File: src/wfdm_pkg.sv
// shared types, constants and register codes for the wall-following drive mixer
package wfdm_pkg;

    // default build values
    localparam int unsigned PWM_MAX_DEF    = 255;
    localparam int unsigned ANGLE_BITS_DEF = 12;

    // quarter-wave sine polynomial coefficients, q16
    localparam logic [16:0] SIN_A = 17'd102944;
    localparam logic [15:0] SIN_B = 16'd42048;
    localparam logic [12:0] SIN_C = 13'd4640;

    // heading rate limit in mrad/s
    localparam logic [10:0] RATE_LIMIT = 11'd2000;

    // rounded divide by 1000 through a reciprocal, floor(2^20 / 1000)
    localparam logic [9:0]  HALF_1000  = 10'd500;
    localparam logic [9:0]  K_1000     = 10'd1000;
    localparam logic [10:0] RECIP_1000 = 11'd1048;

    // input queue depth
    localparam int unsigned QUEUE_DEPTH = 2;

    // configuration register indexes
    localparam int unsigned CFG_IDX_W = 3;
    typedef enum logic [CFG_IDX_W-1:0] {
        REG_REF_OFFSET  = 3'd0,
        REG_GAIN        = 3'd1,
        REG_BASE_SPEED  = 3'd2,
        REG_MAX_SPEED   = 3'd3,
        REG_SENSOR_FWD  = 3'd4,
        REG_SENSOR_SIDE = 3'd5,
        REG_HALF_TRACK  = 3'd6
    } t_reg_idx;

    // configuration register file contents
    typedef struct packed {
        logic        [11:0] ref_offset;
        logic        [11:0] gain;
        logic signed [11:0] base_speed;
        logic        [10:0] max_speed;
        logic signed [9:0]  sensor_fwd;
        logic signed [9:0]  sensor_side;
        logic        [8:0]  half_track;
    } t_cfg;

    localparam t_cfg CFG_RESET = '{
        ref_offset:  12'd500,
        gain:        12'd512,
        base_speed:  12'sd100,
        max_speed:   11'd500,
        sensor_fwd:  10'sd0,
        sensor_side: 10'sd0,
        half_track:  9'd75
    };

    // drive command codes
    typedef enum logic [1:0] {
        CMD_FORWARD  = 2'd0,
        CMD_BACKWARD = 2'd1,
        CMD_RIGHT    = 2'd2,
        CMD_LEFT     = 2'd3
    } t_drive_cmd;

    // back-end sequencer states
    typedef enum logic [3:0] {
        ST_IDLE,
        ST_X2,
        ST_T,
        ST_U,
        ST_S,
        ST_OFF,
        ST_ERR,
        ST_GAIN,
        ST_RATE,
        ST_DPROD,
        ST_DEST,
        ST_DCOR,
        ST_WHEEL,
        ST_NUM,
        ST_DIV,
        ST_DONE
    } t_back_state;

endpackage

File: src/wfdm_queue.sv
// short request queue between the front end and the back end
module wfdm_queue
    import wfdm_pkg::*;
#(
    parameter int unsigned WIDTH = 40
) (
    input  logic             i_clk,
    input  logic             i_rst_n,
    input  logic             i_valid,
    output logic             o_ready,
    input  logic [WIDTH-1:0] i_data,
    output logic             o_valid,
    input  logic             i_ready,
    output logic [WIDTH-1:0] o_data
);

    localparam int unsigned DEPTH = QUEUE_DEPTH;
    localparam int unsigned PTR_W = $clog2(DEPTH);
    localparam int unsigned CNT_W = $clog2(DEPTH + 1);

    logic [WIDTH-1:0] r_mem [DEPTH];
    logic [PTR_W-1:0] r_wr_ptr;
    logic [PTR_W-1:0] r_rd_ptr;
    logic [CNT_W-1:0] r_count;
    logic             w_push;
    logic             w_pop;

    assign o_ready = (r_count != CNT_W'(DEPTH));
    assign o_valid = (r_count != '0);
    assign o_data  = r_mem[r_rd_ptr];
    assign w_push  = i_valid && o_ready;
    assign w_pop   = o_valid && i_ready;

    // pointers and fill count
    always_ff @(posedge i_clk) begin
        if (!i_rst_n) begin
            r_wr_ptr <= '0;
            r_rd_ptr <= '0;
            r_count  <= '0;
        end else begin
            if (w_push) begin
                r_wr_ptr <= (r_wr_ptr == PTR_W'(DEPTH - 1)) ? '0 : r_wr_ptr + 1'b1;
            end
            if (w_pop) begin
                r_rd_ptr <= (r_rd_ptr == PTR_W'(DEPTH - 1)) ? '0 : r_rd_ptr + 1'b1;
            end
            if (w_push && !w_pop) begin
                r_count <= r_count + 1'b1;
            end else if (w_pop && !w_push) begin
                r_count <= r_count - 1'b1;
            end
        end
    end

    // entry storage
    always_ff @(posedge i_clk) begin
        if (w_push) begin
            r_mem[r_wr_ptr] <= i_data;
        end
    end

endmodule

File: config.mk
export PLATFORM = sky130hd
export DESIGN_NAME = wfdm_queue
export DESIGN_NICKNAME = d
export VERILOG_FILES = /design/src/wfdm_pkg.sv /design/src/wfdm_queue.sv
export SDC_FILE = /design/constraint.sdc
export NUM_CORES = 1
export LEC_CHECK = 0
export ABC_AREA = 1
export BUFFER_PORTS_ARGS = -buffer_cell sky130_fd_sc_hd__buf_2
export CAP_MARGIN = 10
export CORE_UTILIZATION = 51
export CTS_CLUSTER_DIAMETER = 50
export DETAILED_ROUTE_END_ITERATION = 16
export PLACE_DENSITY = 0.85
export SYNTH_ARGS = -nofsm -noshare
export SYNTH_HDL_FRONTEND = slang
export SYNTH_SLANG_ARGS = --single-unit
File: constraint.sdc
create_clock -name i_clk -period 3.45 [get_ports i_clk]
set_clock_uncertainty 0.2 [all_clocks]
set_input_delay 0.345 -clock i_clk [delete_from_list [all_inputs] [get_ports i_clk]]
set_output_delay 0.345 -clock i_clk [all_outputs]
set_load 0.005 [all_outputs]
Yosys cells after proc, flatten, opt, wreduce, memory -nomap -nowiden
Memory sizes are Yosys's and may differ from the RTL's. A register that Yosys moved wholly into a read port is not among the register bits.
Cells that the tools add are included.
- reduce and logical (&&, ||, !) cells: 8
- equal/unequal tests: 1
- $add $sub $neg: 4
- mux-type cells: 8
- operators with widths (operator ; number):
    two-way mux 1 bit ; 6
    logical AND 1 bit ; 4
    two-way mux 2 bit ; 2
    nonzero test 2 bit ; 2
    adder 1 bit (second input constant) ; 2
    adder 2 x 1 -> 2 bit (second input constant) ; 1
    logical NOT 1 bit ; 2
    != test 2 bit (second input constant) ; 1
    subtractor 2 x 1 -> 2 bit (second input constant) ; 1
- output and inout bits: 42
- bits in writable memories: 80
- logic and storage cells: 25
- memories: 1
- register bits: 4
- memories (memory ; depth ; width ; read ports ; clocked after Yosys merged registers in ; write ports ; RTL line ; text):
    r_mem ; 2 ; 40 ; 1 ; 1 ; 1 ; wfdm_queue.sv:21 ; logic [WIDTH-1:0] r_mem [DEPTH];

Longest topological paths before layout
- depth in word-level cells: 6
- depth in mapped cells: 11
- gate-level depth less buffers: 11

Least setup slack after synthesis
Ideal clock, no wire load.
- path kind: register -> register
- from: register r_count[0]
- to: memory r_mem[0][0], enable pin
- period minus slack after synthesis: 2.880 ns
- setup time: 0.437 ns
- path slack: 0.570 ns
- data required time: 2.813 ns
- arrival: 2.242 ns
- cell stages (with the launch flop): 5
- cell sequence: dfxtp_1 -> inv_2 -> nand2_2 -> nand2_1 -> nor2_1
- cells in the longest elaborated chain, start to end: 4
- ends and longest elaborated chain (element ; RTL line ; text):
    from (decl) ; wfdm_queue.sv:24 ; logic [CNT_W-1:0] r_count;
    from (signal assigned) ; wfdm_queue.sv:48 ; r_count <= r_count + 1'b1;
    from (signal assigned) ; wfdm_queue.sv:50 ; r_count <= r_count - 1'b1;
    != test 2 bit ; wfdm_queue.sv:28 ; assign o_ready = (r_count != CNT_W'(DEPTH));
    net o_ready ; wfdm_queue.sv:10 ; output logic o_ready,
    logical AND 1 bit ; wfdm_queue.sv:31 ; assign w_push = i_valid && o_ready;
    two-way mux 1 bit ; wfdm_queue.sv:57 ; if (w_push) begin
    two-way mux 1 bit (implied by the code) ; wfdm_queue.sv:58 ; r_mem[r_wr_ptr] <= i_data;
    to (decl) ; wfdm_queue.sv:21 ;
The timed path passes the listed nets, and every way through them passes these cells.

==> metrics.csv <==
stage,metric,value,unit
critical_path,CP Capture Type,primary output,
sta,TNS Setup,0,ns
status,outcome,"complete, no violations",
global_route,gr ovfl total,0,
worst_hold_path,class of the worst hold path,in2reg,
cells_and_area,antenna cells,0,
clock_network,PostCTS Resize Cnt,0,
route,Routed WL,5290,µm
synthesis,Post-Syn Nets,206,
power_and_ir_drop,Comb pwr share,22.6,%
cells_and_area,Area growth syn-to-layout,32.3,%
synthesis,register bit count reported by yosys,85,
sta,worst slew pin tran,0.931,ns
cells_and_area,FILL cells,413,
power_and_ir_drop,P_int,1.87,mW
clock_network,CTS Sinks,85,
clock_network,hold buffer count at CTS,33,
power_and_ir_drop,power after layout,2.52,mW
clock_network,Bufs on Longest Clock Path,2,
route,Vias/cell,4.80,
critical_path,CP top delay family,flip-flops,
critical_path,Startpoint Class,flop,
synthesis,syn avg cell area,19.5,µm²
sta,fmax,0.420,GHz
clock_network,CTS tree,done,
synthesis,Synth cell types,15,
synthesis,netlist area before placement,0.00314,mm²
synthesis,sequential fraction of the synthesis area,79.7,%
die,die height,80.5,µm
synthesis,gate count of the mapped netlist,161,
route,DR vias,1776,
die,I/O pin total,86,
sta,final worst path period need,2.38,ns
critical_path,crit-path cells,mux2_2 > buf_2,
critical_path,"Buf+Inv Stages, Crit Path",1,
sta,Fin. Hold Viols,0,
route,Routed WL per cell,14.3,µm
cells_and_area,area of the multi-input gates,578,µm²
sta,# setup viols final,0,
critical_path,Critical Path RT,2.90,ns
global_route,initial antenna violation count,0,
clock_network,Clock Latency Late Sink,0.33,ns
critical_path,crit-path max FO,40,
cells_and_area,layout cells sized above 1,48.5,%
die,die outline area,0.00648,mm²
sta,RSZ-0062 raised after global routing,false,
clock_network,CTS Root Cell,clkbuf_8,
route,initial drt markers,76,
sta,Max-slew headroom,37.9,%
cells_and_area,register area,0.00250,mm²
power_and_ir_drop,Clk pwr share,22.0,%
critical_path,arrival time at the worst endpoint,1.83,ns
critical_path,"slowest stage delay, CP",0.95,ns
die,total core area,0.00592,mm²
flow_run,Max-Cap Viols,0,
route,DR pass1 iterations,4,
power_and_ir_drop,PD cells,607,mW/mm²
clock_network,number of buffers created by CTS,9,
clock_network,H-tree Lvls,3,
die,Core Rows,28,
sta,Final Max Tran Viols,0,
placement,Placer Congestion,0.698,
sta,Final period util,69.0,%
route,"antenna viol nets, final",0,
global_route,number of global-route vias before repair,1778,
global_route,largest net degree at the start of global routing,41,
global_route,GRT Overall Usage,17.1,%
global_route,first-pass GRT wire length,7870,µm
power_and_ir_drop,Seq pwr share,55.4,%
synthesis,Synthesis Warnings,0,
critical_path,Worst path slowest cell,dfxtp_2,
placement,Post-DP HPWL,3140,µm
clock_network,postcts setup bufs,0,
cells_and_area,"commonest non-fill, non-tap cells in the layout","85 x buf_2, 80 x edfxtp_1, 40 x mux2_2",
cells_and_area,"commonest non-fill, non-tap cell in the layout",buf_2,
power_and_ir_drop,Leak Pwr,1.60,nW
clock_network,"Reg clk slew, reported paths",0.07,ns
cells_and_area,nets,336,
die,Starting Density,53.0,%
route,# DRC,0,
die,die width,80.5,µm
critical_path,critical path class,reg2out,
power_and_ir_drop,switching part of the total,25.9,%
power_and_ir_drop,maximum vdd drop,0.491,mV
placement,I/O Buffers,85,
critical_path,flop2flop setup slack,1.29,ns
power_and_ir_drop,Net Sw Power,0.653,mW
==> area by class of cell <==
type                            instances  share of cell area, %
Inverter                                8                  0.723
Timing Repair Buffer                  123                   19.3
Multi-Input combinational cell         64                   13.9
Clock buffer                           12                   3.25
Tap cell                               75                   2.26
Sequential cell                        85                   60.3
Clock inverter                          3                  0.331
==> routing by layer <==
| layer | part of all wire (%) | GRT usage, % | vias to the layer above |
|---|---|---|---|
| li1 | - | - | 868 |
| met2 | 56 | 32.1 | 49 |
| met1 | 39 | 18.3 | 853 |
| met5 | 0 | 0 | - |
| met4 | 1.3 | 8.04 | 0 |
| met3 | 3.4 | 3.18 | 6 |
==> kinds of logic after synthesis <==
family	share of synthesized area [%]
adder cells (fa/ha/maj)	0.398
AND/OR/NAND/NOR	2.47
AO/OA/AOI/OAI	0.717
buffers and inverters	2.39
flip-flops	79.7
multiplexers	14.3
==> power by group through the flow <==
stage	clock, mW	combinational [mW]	sequential [mW]
detailed placement	0	0.541	1.42
floorplan	0	0.376	1.37
global route	0.617	0.627	1.42
global placement	0	0.530	1.41
finish	0.554	0.571	1.40
CTS	0.569	0.574	1.40
==> state kept, by name, indices dropped and copies added, names as in the netlist, named ones only <==
| register | cells |
|---|---|
| r_rd_ptr | 1 |
| r_wr_ptr | 1 |
| r_count | 2 |
| r_mem | 80 |
==> through the flow <==
step / instances / setup WS [ns] / cell area (µm²) / utilization (%) / hold slack, ns
after floorplan: 161 / 0.570 / 3140 / - / 0.244
final: 370 / 1.07 / 4160 / 70.2 / 0.0172
after detailed placement: 319 / 1.31 / 3650 / 61.6 / 0.299
after global routing: 370 / 0.916 / 4160 / 70.2 / 0.00216
after global placement: 319 / 1.36 / 3650 / 61.6 / 0.278
after CTS: 367 / 0.996 / 4130 / 69.7 / 0.00120
==> final timing paths <==
check	start	end	depth (start not counted)
worst min register to register	r_rd_ptr$_SDFFE_PN0P_	r_rd_ptr$_SDFFE_PN0P_	2
worst max-delay path	flop	o_data[30]	2
worst min-delay path	i_data[32]	r_mem[0][32]$_DFFE_PP_	1
worst max register to register	r_count[0]$_SDFFE_PN0P_	r_mem[0][3]$_DFFE_PP_	5
==> cell usage after synthesis (all sizes together) <==
cell,count,area share (%)
ha,1,0.40
edfxtp,80,76
nand4,1,0.20
o21ai,2,0.32
buf,4,1.4
nand2,9,1.2
inv,8,0.96
a21oi,1,0.16
dfxtp,5,3.2
o21a,1,0.24
nand3,1,0.16
mux2,40,14
nor2,8,0.96
==> worst reg2reg max path, delay by kind of cell (launching register included) <==
family	cells	cell delay (ns)
flops	1	0.39
buf+inv	2	0.49
simple gates	3	0.76
No activity file was read; power rests on OpenSTA's default activity.
