<file path="src/wfdm_pkg.sv">
// shared types, constants and register codes for the wall-following drive mixer
package wfdm_pkg;

    // default build values
    localparam int unsigned PWM_MAX_DEF    = 255;
    localparam int unsigned ANGLE_BITS_DEF = 12;

    // quarter-wave sine polynomial coefficients, q16
    localparam logic [16:0] SIN_A = 17'd102944;
    localparam logic [15:0] SIN_B = 16'd42048;
    localparam logic [12:0] SIN_C = 13'd4640;

    // heading rate limit in mrad/s
    localparam logic [10:0] RATE_LIMIT = 11'd2000;

    // rounded divide by 1000 through a reciprocal, floor(2^20 / 1000)
    localparam logic [9:0]  HALF_1000  = 10'd500;
    localparam logic [9:0]  K_1000     = 10'd1000;
    localparam logic [10:0] RECIP_1000 = 11'd1048;

    // input queue depth
    localparam int unsigned QUEUE_DEPTH = 2;

    // configuration register indexes
    localparam int unsigned CFG_IDX_W = 3;
    typedef enum logic [CFG_IDX_W-1:0] {
        REG_REF_OFFSET  = 3'd0,
        REG_GAIN        = 3'd1,
        REG_BASE_SPEED  = 3'd2,
        REG_MAX_SPEED   = 3'd3,
        REG_SENSOR_FWD  = 3'd4,
        REG_SENSOR_SIDE = 3'd5,
        REG_HALF_TRACK  = 3'd6
    } t_reg_idx;

    // configuration register file contents
    typedef struct packed {
        logic        [11:0] ref_offset;
        logic        [11:0] gain;
        logic signed [11:0] base_speed;
        logic        [10:0] max_speed;
        logic signed [9:0]  sensor_fwd;
        logic signed [9:0]  sensor_side;
        logic        [8:0]  half_track;
    } t_cfg;

    localparam t_cfg CFG_RESET = '{
        ref_offset:  12'd500,
        gain:        12'd512,
        base_speed:  12'sd100,
        max_speed:   11'd500,
        sensor_fwd:  10'sd0,
        sensor_side: 10'sd0,
        half_track:  9'd75
    };

    // drive command codes
    typedef enum logic [1:0] {
        CMD_FORWARD  = 2'd0,
        CMD_BACKWARD = 2'd1,
        CMD_RIGHT    = 2'd2,
        CMD_LEFT     = 2'd3
    } t_drive_cmd;

    // back-end sequencer states
    typedef enum logic [3:0] {
        ST_IDLE,
        ST_X2,
        ST_T,
        ST_U,
        ST_S,
        ST_OFF,
        ST_ERR,
        ST_GAIN,
        ST_RATE,
        ST_DPROD,
        ST_DEST,
        ST_DCOR,
        ST_WHEEL,
        ST_NUM,
        ST_DIV,
        ST_DONE
    } t_back_state;

endpackage

</file>
<file path="src/wfdm_front.sv">
// front end: accepts requests, rescales the heading and folds it into sine and cosine quadrants
module wfdm_front
    import wfdm_pkg::*;
#(
    parameter int unsigned ANGLE_BITS = ANGLE_BITS_DEF
) (
    input  logic                    i_clk,
    input  logic                    i_rst_n,
    input  logic                    i_valid,
    output logic                    o_ready,
    input  logic signed [15:0]      i_pos,
    input  logic        [11:0]      i_heading,
    output logic                    o_valid,
    input  logic                    i_ready,
    output logic signed [15:0]      o_pos,
    output logic [ANGLE_BITS-2:0]   o_ks,
    output logic [ANGLE_BITS-2:0]   o_kc,
    output logic                    o_neg_s,
    output logic                    o_neg_c
);

    localparam int unsigned QW  = ANGLE_BITS - 2;
    localparam int unsigned SHL = (ANGLE_BITS >= 12) ? ANGLE_BITS - 12 : 0;
    localparam int unsigned SHR = (ANGLE_BITS < 12) ? 12 - ANGLE_BITS : 0;
    localparam int unsigned AW  = 12 + SHL;
    localparam logic [QW:0]           QSIZE = {1'b1, {QW{1'b0}}};
    localparam logic [ANGLE_BITS-1:0] QTURN = {2'b01, {QW{1'b0}}};

    logic [AW-1:0]         w_a_wide;
    logic [ANGLE_BITS-1:0] w_a;
    logic [ANGLE_BITS-1:0] w_ac;
    logic [QW:0]           w_ks;
    logic [QW:0]           w_kc;
    logic                  r_valid;

    // heading rescaled to the ANGLE_BITS angle resolution
    assign w_a_wide = (AW'(i_heading) << SHL) >> SHR;
    assign w_a      = w_a_wide[ANGLE_BITS-1:0];
    assign w_ac     = w_a + QTURN;

    // mirror odd quadrants onto the rising quarter wave
    assign w_ks = w_a[ANGLE_BITS-2]  ? QSIZE - {1'b0, w_a[QW-1:0]}  : {1'b0, w_a[QW-1:0]};
    assign w_kc = w_ac[ANGLE_BITS-2] ? QSIZE - {1'b0, w_ac[QW-1:0]} : {1'b0, w_ac[QW-1:0]};

    assign o_ready = !r_valid || i_ready;
    assign o_valid = r_valid;

    // stage valid
    always_ff @(posedge i_clk) begin
        if (!i_rst_n) begin
            r_valid <= 1'b0;
        end else if (o_ready) begin
            r_valid <= i_valid;
        end
    end

    // classified request payload
    always_ff @(posedge i_clk) begin
        if (i_valid && o_ready) begin
            o_pos   <= i_pos;
            o_ks    <= w_ks;
            o_kc    <= w_kc;
            o_neg_s <= w_a[ANGLE_BITS-1];
            o_neg_c <= w_ac[ANGLE_BITS-1];
        end
    end

endmodule

</file>
<file path="config.mk">
export PLATFORM = sky130hd
export DESIGN_NAME = wfdm_front
export DESIGN_NICKNAME = d
export VERILOG_FILES = /design/src/wfdm_pkg.sv /design/src/wfdm_front.sv
export SDC_FILE = /design/constraint.sdc
export NUM_CORES = 1
export LEC_CHECK = 0
export BUFFER_PORTS_ARGS = -buffer_cell sky130_fd_sc_hd__buf_2
export CORE_MARGIN = 1
export CORE_UTILIZATION = 45
export DETAILED_ROUTE_END_ITERATION = 8
export PLACE_DENSITY = 0.84
export SLEW_MARGIN = 5
export SYNTH_ARGS = -nofsm -noshare
export SYNTH_HDL_FRONTEND = slang
export SYNTH_SLANG_ARGS = --single-unit
</file>
<file path="constraint.sdc">
create_clock -name i_clk -period 2.15 [get_ports i_clk]
set_input_delay 0.43 -clock i_clk [delete_from_list [all_inputs] [get_ports i_clk]]
set_output_delay 0.43 -clock i_clk [all_outputs]
set_load 0.01 [all_outputs]
</file>
### Word level (Yosys, flattened, before mapping)

Cells that the tools add are included.

| storage, ports and cells | value |
|---|---|
| logic and storage cells | 16 |
| output and inout bits | 42 |
| bits in registers | 41 |

| cells by class | value |
|---|---|
| reductions and logical operators | 3 |
| add/subtract/negate cells | 3 |
| muxes and demuxes | 2 |

Operator list:

| kind | number |
|---|---|
| 11-bit by 10-bit subtractor with 11-bit output (first input constant) | 2 |
| 10-bit 2-to-1 mux | 2 |
| 12-bit by 11-bit adder with 12-bit output (second input constant) | 1 |
| 1-bit logical AND | 1 |
| 1-bit zero test | 1 |
| 1-bit logical OR | 1 |

### Longest topological paths before layout

Gate-level depths: netlist of run 1.

| depth | value |
|---|---|
| depth in word-level cells | 3 |
| gate-level depth with buffers | 5 |
| depth with buffers taken out | 5 |

### Worst setup path before layout of run 1

Ideal clock, no wire load.

| timing path | value |
|---|---|
| path type | input port to flip-flop |
| from | input port i_ready |
| to | register o_kc[10] (enable) |
| arrival time | 1582 ps |
| library setup time | 400 ps |
| required time | 1750 ps |
| path buffers | 0 |
| path slack | 168 ps |
| stages | 2 |
| path through | nand2b_1 and2_1 |

| between the ends | value |
|---|---|
| word-level cells in the longest chain between the ends | 2 |

RTL lines:

| item | line | RTL |
|---|---|---|
| start, declared | wfdm_front.sv:14 | `input logic i_ready,` |
| 1-bit logical OR | wfdm_front.sv:45 | `assign o_ready = !r_valid \|\| i_ready;` |
| 1-bit logical AND | wfdm_front.sv:59 | `if (i_valid && o_ready) begin` |
| end signal, assigned | wfdm_front.sv:62 | `o_kc <= w_kc;` |
| end, declared | wfdm_front.sv:17 | `output logic [ANGLE_BITS-2:0] o_kc,` |

Every way passes these cells.
A chain may end at the register's enable or synchronous reset.

### Final worst setup path of run 1

| timing path | value |
|---|---|
| from | input port i_heading[1] |
| to | register o_ks[10] (data pin) |

| between the ends | value |
|---|---|
| word-level cells in the longest chain between the ends | 1 |

RTL lines:

| item | line | RTL |
|---|---|---|
| start, declared | wfdm_front.sv:12 | `input logic [11:0] i_heading,` |
| 11-bit by 10-bit subtractor with 11-bit output | wfdm_front.sv:42 | `assign w_ks = w_a[ANGLE_BITS-2] ? QSIZE - {1'b0, w_a[QW-1:0]} : {1'b0, w_a[QW-1:0]};` |
| end signal, assigned | wfdm_front.sv:61 | `o_ks <= w_ks;` |
| end, declared | wfdm_front.sv:16 | `output logic [ANGLE_BITS-2:0] o_ks,` |

Every way passes these cells.

==> qor.csv, run 1 <==
metric,value,unit
Worst Hold End,o_pos[9],
final hold vios,0,
Top delay family on crit path,simple AND/OR/NAND/NOR gates,
static leakage,0.8784,nW
Hold Path Class,in2reg,
GR Layer Usage met3,7.563,%
Die Wd,61.36,µm
IO Count,74,
share of the synthesized area in the top cell type,73.88,%
Clock Skew,3.942,ps
Buf/Inv on CP,2,
first-pass GRT wire length,4188,µm
cts repair resizes,0,
RSZ-0062 raised after global routing,false,
crit path max fanout,7,
FF-to-FF setup slack,820,ps
run status,"complete, no violations",
asr flop ratio synth,0,%
Root Buffer,clkbuf_4,
Final ANT Viol Nets,0,
"count leader, synth",edfxtp_1,
Post-Place Cells,217,
Worst-Margin Slew,601.4,ps
"Distinct cells, synth",25,
Syn Nets,133,
final period utilization,67.88,%
Die H,61.36,µm
post-synthesis average cell area,15.85,µm²
CP max stage delay,390,ps
most common flop cell mapped by yosys,edfxtp_1,
gr ovfl total,0,
Hold Buf Count CTS,0,
Setup crit end kind,flip-flop,
PwrDens,743.8,mW/mm²
startpoint types,input pin,
worst reg2reg path startpoint,o_valid,
Die ar.,0.003764,mm²
HP Start,i_pos[9],
cts bufs inserted,5,
CTS tree,done,
initial antenna violation count,0,
max-cap violations,0,
drt via density,4.711,
CTS max path bufs,2,
Area Overhead vs Synth,31.33,%
Setup Viol. Count Final,0,
vias,1060,
Port Buffers,73,
hpwl dp,2210,µm
WL final,2846,µm
"Seq/Total Area, Yosys",75.14,%
Iter 0 DRT Violations,27,
Post-Synthesis Cell Area,0.001585,mm²
Finished Layout Cells,225,
critical path type,in2reg,
core area,0.003363,mm²
Worst-Skew Late Latency,330,ps
GR met1 Demand/Resource,15.83,%
FF-to-FF End,o_kc[6],
CP cell instances,buf_2 -> inv_1 -> ha_1 -> nor2b_1 -> nand2_1 -> nor4_1,
clock slew at reported path FFs,100,ps
global route hottest layer,met2,
setup bufs post-CTS,0,
Cell Rows,21,
synth cell count leaders,"edfxtp_1, xor2_1, xnor2_1",
yosys warns,0,
Tot GR Track Use,16.22,%
Crit. Startpoint,i_heading[1],
worst path required time,2290,ps
Slew Limit Fails,0,
Peak VDD IR,392.9,µV
Avg WL per Cell,12.65,µm
Final min period,1459,ps
fmax,0.6852,GHz
starting density of the core,47.14,%
"EDFF count, synth",39,
"top cells by area, synth","edfxtp_1, xor2_1, xnor2_1, a21oi_1, a31oi_1",
"Power, Total",1.549,mW
slowest cell on the critical path,nor2b_1,
Setup TNS,0,ps
largest area contributor in the netlist,edfxtp_1,
Mapped Cells,100,
crit path DAT,1600,ps
Residual DRC,0,
Seq cells post-synth,40,
# diodes,0,
FF-to-FF path depth,3,
GRT met2 Usage,29.19,%
vias in the first global route,978,
Final nets,211,
fraction of layout cells with a size suffix above 1,46.93,%
pin count of the biggest net entering global routing,24,
CTS HTree Levels,2,
Hold Path Depth,1,
clock sinks,40,
worst rel slew slack,59.60,%
gpl congestion,0.8827,
first-pass iteration count of the detailed router,6,
[power breakdown]
part	leakage, nW	total, mW	internal (mW)	switching, mW
registers	0.386	0.935	0.923	0.0124
clock network	0.0386	0.404	0.192	0.212
logic	0.454	0.209	0.0900	0.119
total	0.878	1.55	1.21	0.343
[registers in the layout (all words and copies together) (netlist names)]
| signal | cells |
|---|---|
| o_neg_s | 1 |
| o_pos | 16 |
| o_neg_c | 1 |
| o_ks | 11 |
| o_valid | 1 |
| o_kc | 10 |
[kinds of logic after synthesis]
logic type | after synthesis | share of synthesized area, %
fa+ha+maj | 1 | 0.7891
compound gates | 14 | 5.366
buf+inv | 9 | 2.446
flops | 40 | 75.14
mux | 1 | 0.7103
xor+xnor | 17 | 9.393
simple gates | 18 | 6.156
[final cells by class]
cell class / instances / area, µm²
clock buffer: 8 / 68.82
timing repair buffer: 74 / 385.4
tap: 46 / 57.56
multi-input combinational: 51 / 356.6
fill: 293 / 1281
inverter: 6 / 22.52
sequential: 40 / 1191
[worst max path at each step]
stage,end,slack (ps),cells after the start
5_1_grt,o_kc[10],530,6
2_1_floorplan,o_kc[10],170,2
4_1_cts,o_ks[10],680,6
3_5_place_dp,o_ks[10],310,6
6_report,o_ks[10],690,6
3_3_place_gp,o_ks[10],430,6
[metal layers]
layer	up-vias	part of all wire [%]	routed length, µm
met5	-	0	0
met1	475	37	1067
met4	0	1.8	50
met2	57	50	1425
met3	7	11	303
li1	521	-	-
[metrics by stage]
stage / hold slack (ps) / util [%] / instance area, µm² / setup slack (ps)
2_1_floorplan: 528.9 / - / 1585 / 168.4
3_3_place_gp: 496.1 / 59.86 / 2013 / 431.0
3_5_place_dp: 525.9 / 59.86 / 2013 / 312.3
4_1_cts: 245.8 / 61.90 / 2082 / 683.4
5_1_grt: 235.2 / 61.90 / 2082 / 528.3
6_report: 268.1 / 61.90 / 2082 / 690.5
[placed cells by master, fill, tap and decap left out, drive strengths merged, types with 2 or more instances in the layout]
cell type,synthesis,layout
buf,2,74
edfxtp,39,39
xor2,9,9
xnor2,8,8
clkbuf,1,8
inv,6,6
a21oi,5,5
nor2,4,4
a31oi,4,4
or3,3,3
nand2,3,3
nand2b,2,2
o31ai,2,2
nor4,2,2
nor3,2,2
(Power assumes the default switching activity.)
==> inputs of run 2 (changes only) <==
==> constraint.sdc (replaced) <==
create_clock -name i_clk -period 1.4 [get_ports i_clk]
set_input_delay 0.28 -clock i_clk [delete_from_list [all_inputs] [get_ports i_clk]]
set_output_delay 0.28 -clock i_clk [all_outputs]
set_load 0.01 [all_outputs]
==> run 2 against run 1 <==
Net effect: first-iteration DRC count is 120% higher; final area is 6.4% higher; register-to-register slack worse by 550 ps; clock power is 80% higher; combinational power is 70% higher; flip-flop and latch count stayed put; largest power group unchanged; highest routed layer unchanged.
==> qor.csv, run 2 (synthesis results as in run 1) <==
metric,value,unit,change
run status,"complete, no violations",,
core area,0.003363,mm²,unchanged
Sw Ratio,22.17,%,about the same
Root Buffer,clkbuf_4,,
vias in the first global route,1002,,+2.5%
static leakage,0.9614,nW,+9.5%
CTS max path bufs,2,,unchanged
cts repair resizes,0,,unchanged
"most common cell after layout, fill and taps aside",buf_2,,
Residual DRC,0,,unchanged
first-pass GRT wire length,4264,µm,+1.8%
final instance area,0.002216,mm²,+6.4%
FF/Latch Area,0.001191,mm²,unchanged
final core occ,65.89,%,+4.0 points
crit path max fanout,3,,-4
worst path required time,1120,ps,-1170 ps
CP max stage delay,340,ps,-50 ps
Worst-Margin Slew,271.4,ps,-330.0 ps
gr ovfl total,0,,unchanged
CTS HTree Levels,2,,unchanged
Setup Viol. Count Final,0,,unchanged
Peak VDD IR,642.3,µV,+63%
FF-to-FF path depth,3,,unchanged
first-pass iteration count of the detailed router,4,,-2
internal power,1.961,mW,+63%
Die ar.,0.003764,mm²,unchanged
Sequential Power Share,57.0,%,-3.4 points
hpwl dp,2241,µm,+1.4%
# diodes,0,,unchanged
Comb power frac,14.1,%,+0.6 points
"Power, Total",2.519,mW,+63%
final period utilization,84.65,%,
M1 WL,1174,µm,+10%
Placed Area,0.002140,mm²,+6.3%
max-cap violations,0,,unchanged
drt via density,4.671,,-0.85%
Cell Rows,21,,unchanged
Port Buffers,73,,unchanged
Tot GR Track Use,16.48,%,+0.25 points
WL final,2900,µm,+1.9%
IO Count,74,,unchanged
Clock power frac,28.9,%,+2.8 points
Switch Pwr,0.5584,mW,+63%
filler cell count,284,,-3.1%
Hold Path Class,in2reg,,
Final nets,226,,+7.1%
final hold slack,110.3,ps,-157.7 ps
DR WL met3,288,µm,-5.0%
Avg WL per Cell,12.08,µm,-4.5%
area of the multi-input gates,357.8,µm²,+0.35%
slowest cell on the critical path,dfxtp_1,,
Setup TNS,0,ps,unchanged
Setup crit end kind,primary output,,
most frequent cells in the layout,"buf_2, edfxtp_1, buf_4",,
Worst-Skew Late Latency,340,ps,about the same
fmax,0.8439,GHz,
fraction of layout cells with a size suffix above 1,51.03,%,+4.1 points
critical path type,reg2out,,
number of flip-flops in the largest register,16,,unchanged
Hold Buf Count CTS,0,,unchanged
crit path DAT,910,ps,-690 ps
Slew Limit Fails,0,,unchanged
gpl congestion,0.8623,,-2.3%
Die H,61.36,µm,unchanged
PwrDens,1137,mW/mm²,+53%
setup bufs post-CTS,0,,unchanged
initial antenna violation count,0,,unchanged
CTS tree,done,,
clock sinks,40,,unchanged
pin count of the biggest net entering global routing,17,,-29%
Final ANT Viol Nets,0,,unchanged
vias,1121,,+5.8%
Buf/Inv on CP,1,,-1
Crit path depth,2,,-4
worst rel slew slack,81.75,%,+22 points
Area Overhead vs Synth,39.78,%,
Top Registers,"o_pos: 16 flops, o_ks: 11 flops, o_kc: 10 flops",,
Hold Path Depth,1,,unchanged
clock slew at reported path FFs,110,ps,about the same
RSZ-0062 raised after global routing,false,,
Top delay family on crit path,flip-flops,,
starting density of the core,47.14,%,unchanged
cts bufs inserted,5,,unchanged
Final min period,1185,ps,
Die Wd,61.36,µm,unchanged
largest register by flop count,o_pos,,
startpoint types,flip-flop,,
Top Metal Used,met4,,
Clock Skew,16.98,ps,+13.04 ps
final hold vios,0,,unchanged
Iter 0 DRT Violations,60,,+120%
CP cell instances,nand2b_1 -> buf_2,,
Met2 Wirelength,1398,µm,-1.9%
run 2: cell count changes in the layout (fill, tap and decap cells not counted), sizes merged:
cell,previous run,this run
buf,74,89
bufinv,0,1
clkbuf,8,6
clkinv,0,1
run 2: power by group through the flow:
stage / Combinational, mW / Clock [mW] / Sequential [mW]
finish: 0.356 / 0.727 / 1.44
global route: 0.394 / 0.794 / 1.45
CTS: 0.361 / 0.741 / 1.44
detailed placement: 0.360 / 0 / 1.46
global placement: 0.348 / 0 / 1.46
floorplan: 0.114 / 0 / 1.51
run 2: through the flow:
stage	setup slack (ps)	std cells
2_1_floorplan	59.94	100
4_1_cts	194.8	240
5_1_grt	122.9	240
3_5_place_dp	-94.77	232
3_3_place_gp	-31.75	232
6_report	215.0	240
run 2: path summary, 6_finish.rpt:
check                            endpoint  slack (ps)      start
worst max register to register   o_pos[1]         270    o_valid
worst max-delay path              o_ready         210    o_valid
worst min register to register    o_valid         550    o_valid
worst min-delay path            o_pos[12]         110  i_pos[12]
run 2: routing by layer:
metal / vias up / global-route usage [%]
met4: 0 / 5.714
li1: 550 / -
met5: - / 0
met1: 507 / 18.14
met2: 58 / 28.88
met3: 6 / 6.723
run 2: cell type report:
cell class	count	share of cell area, %
clock buffers	6	1.863
clock inverters	2	1.581
inverters	6	1.016
multi-input cells	51	16.15
flip-flops and latches	40	53.75
well taps	46	2.597
repair buffers	89	23.04
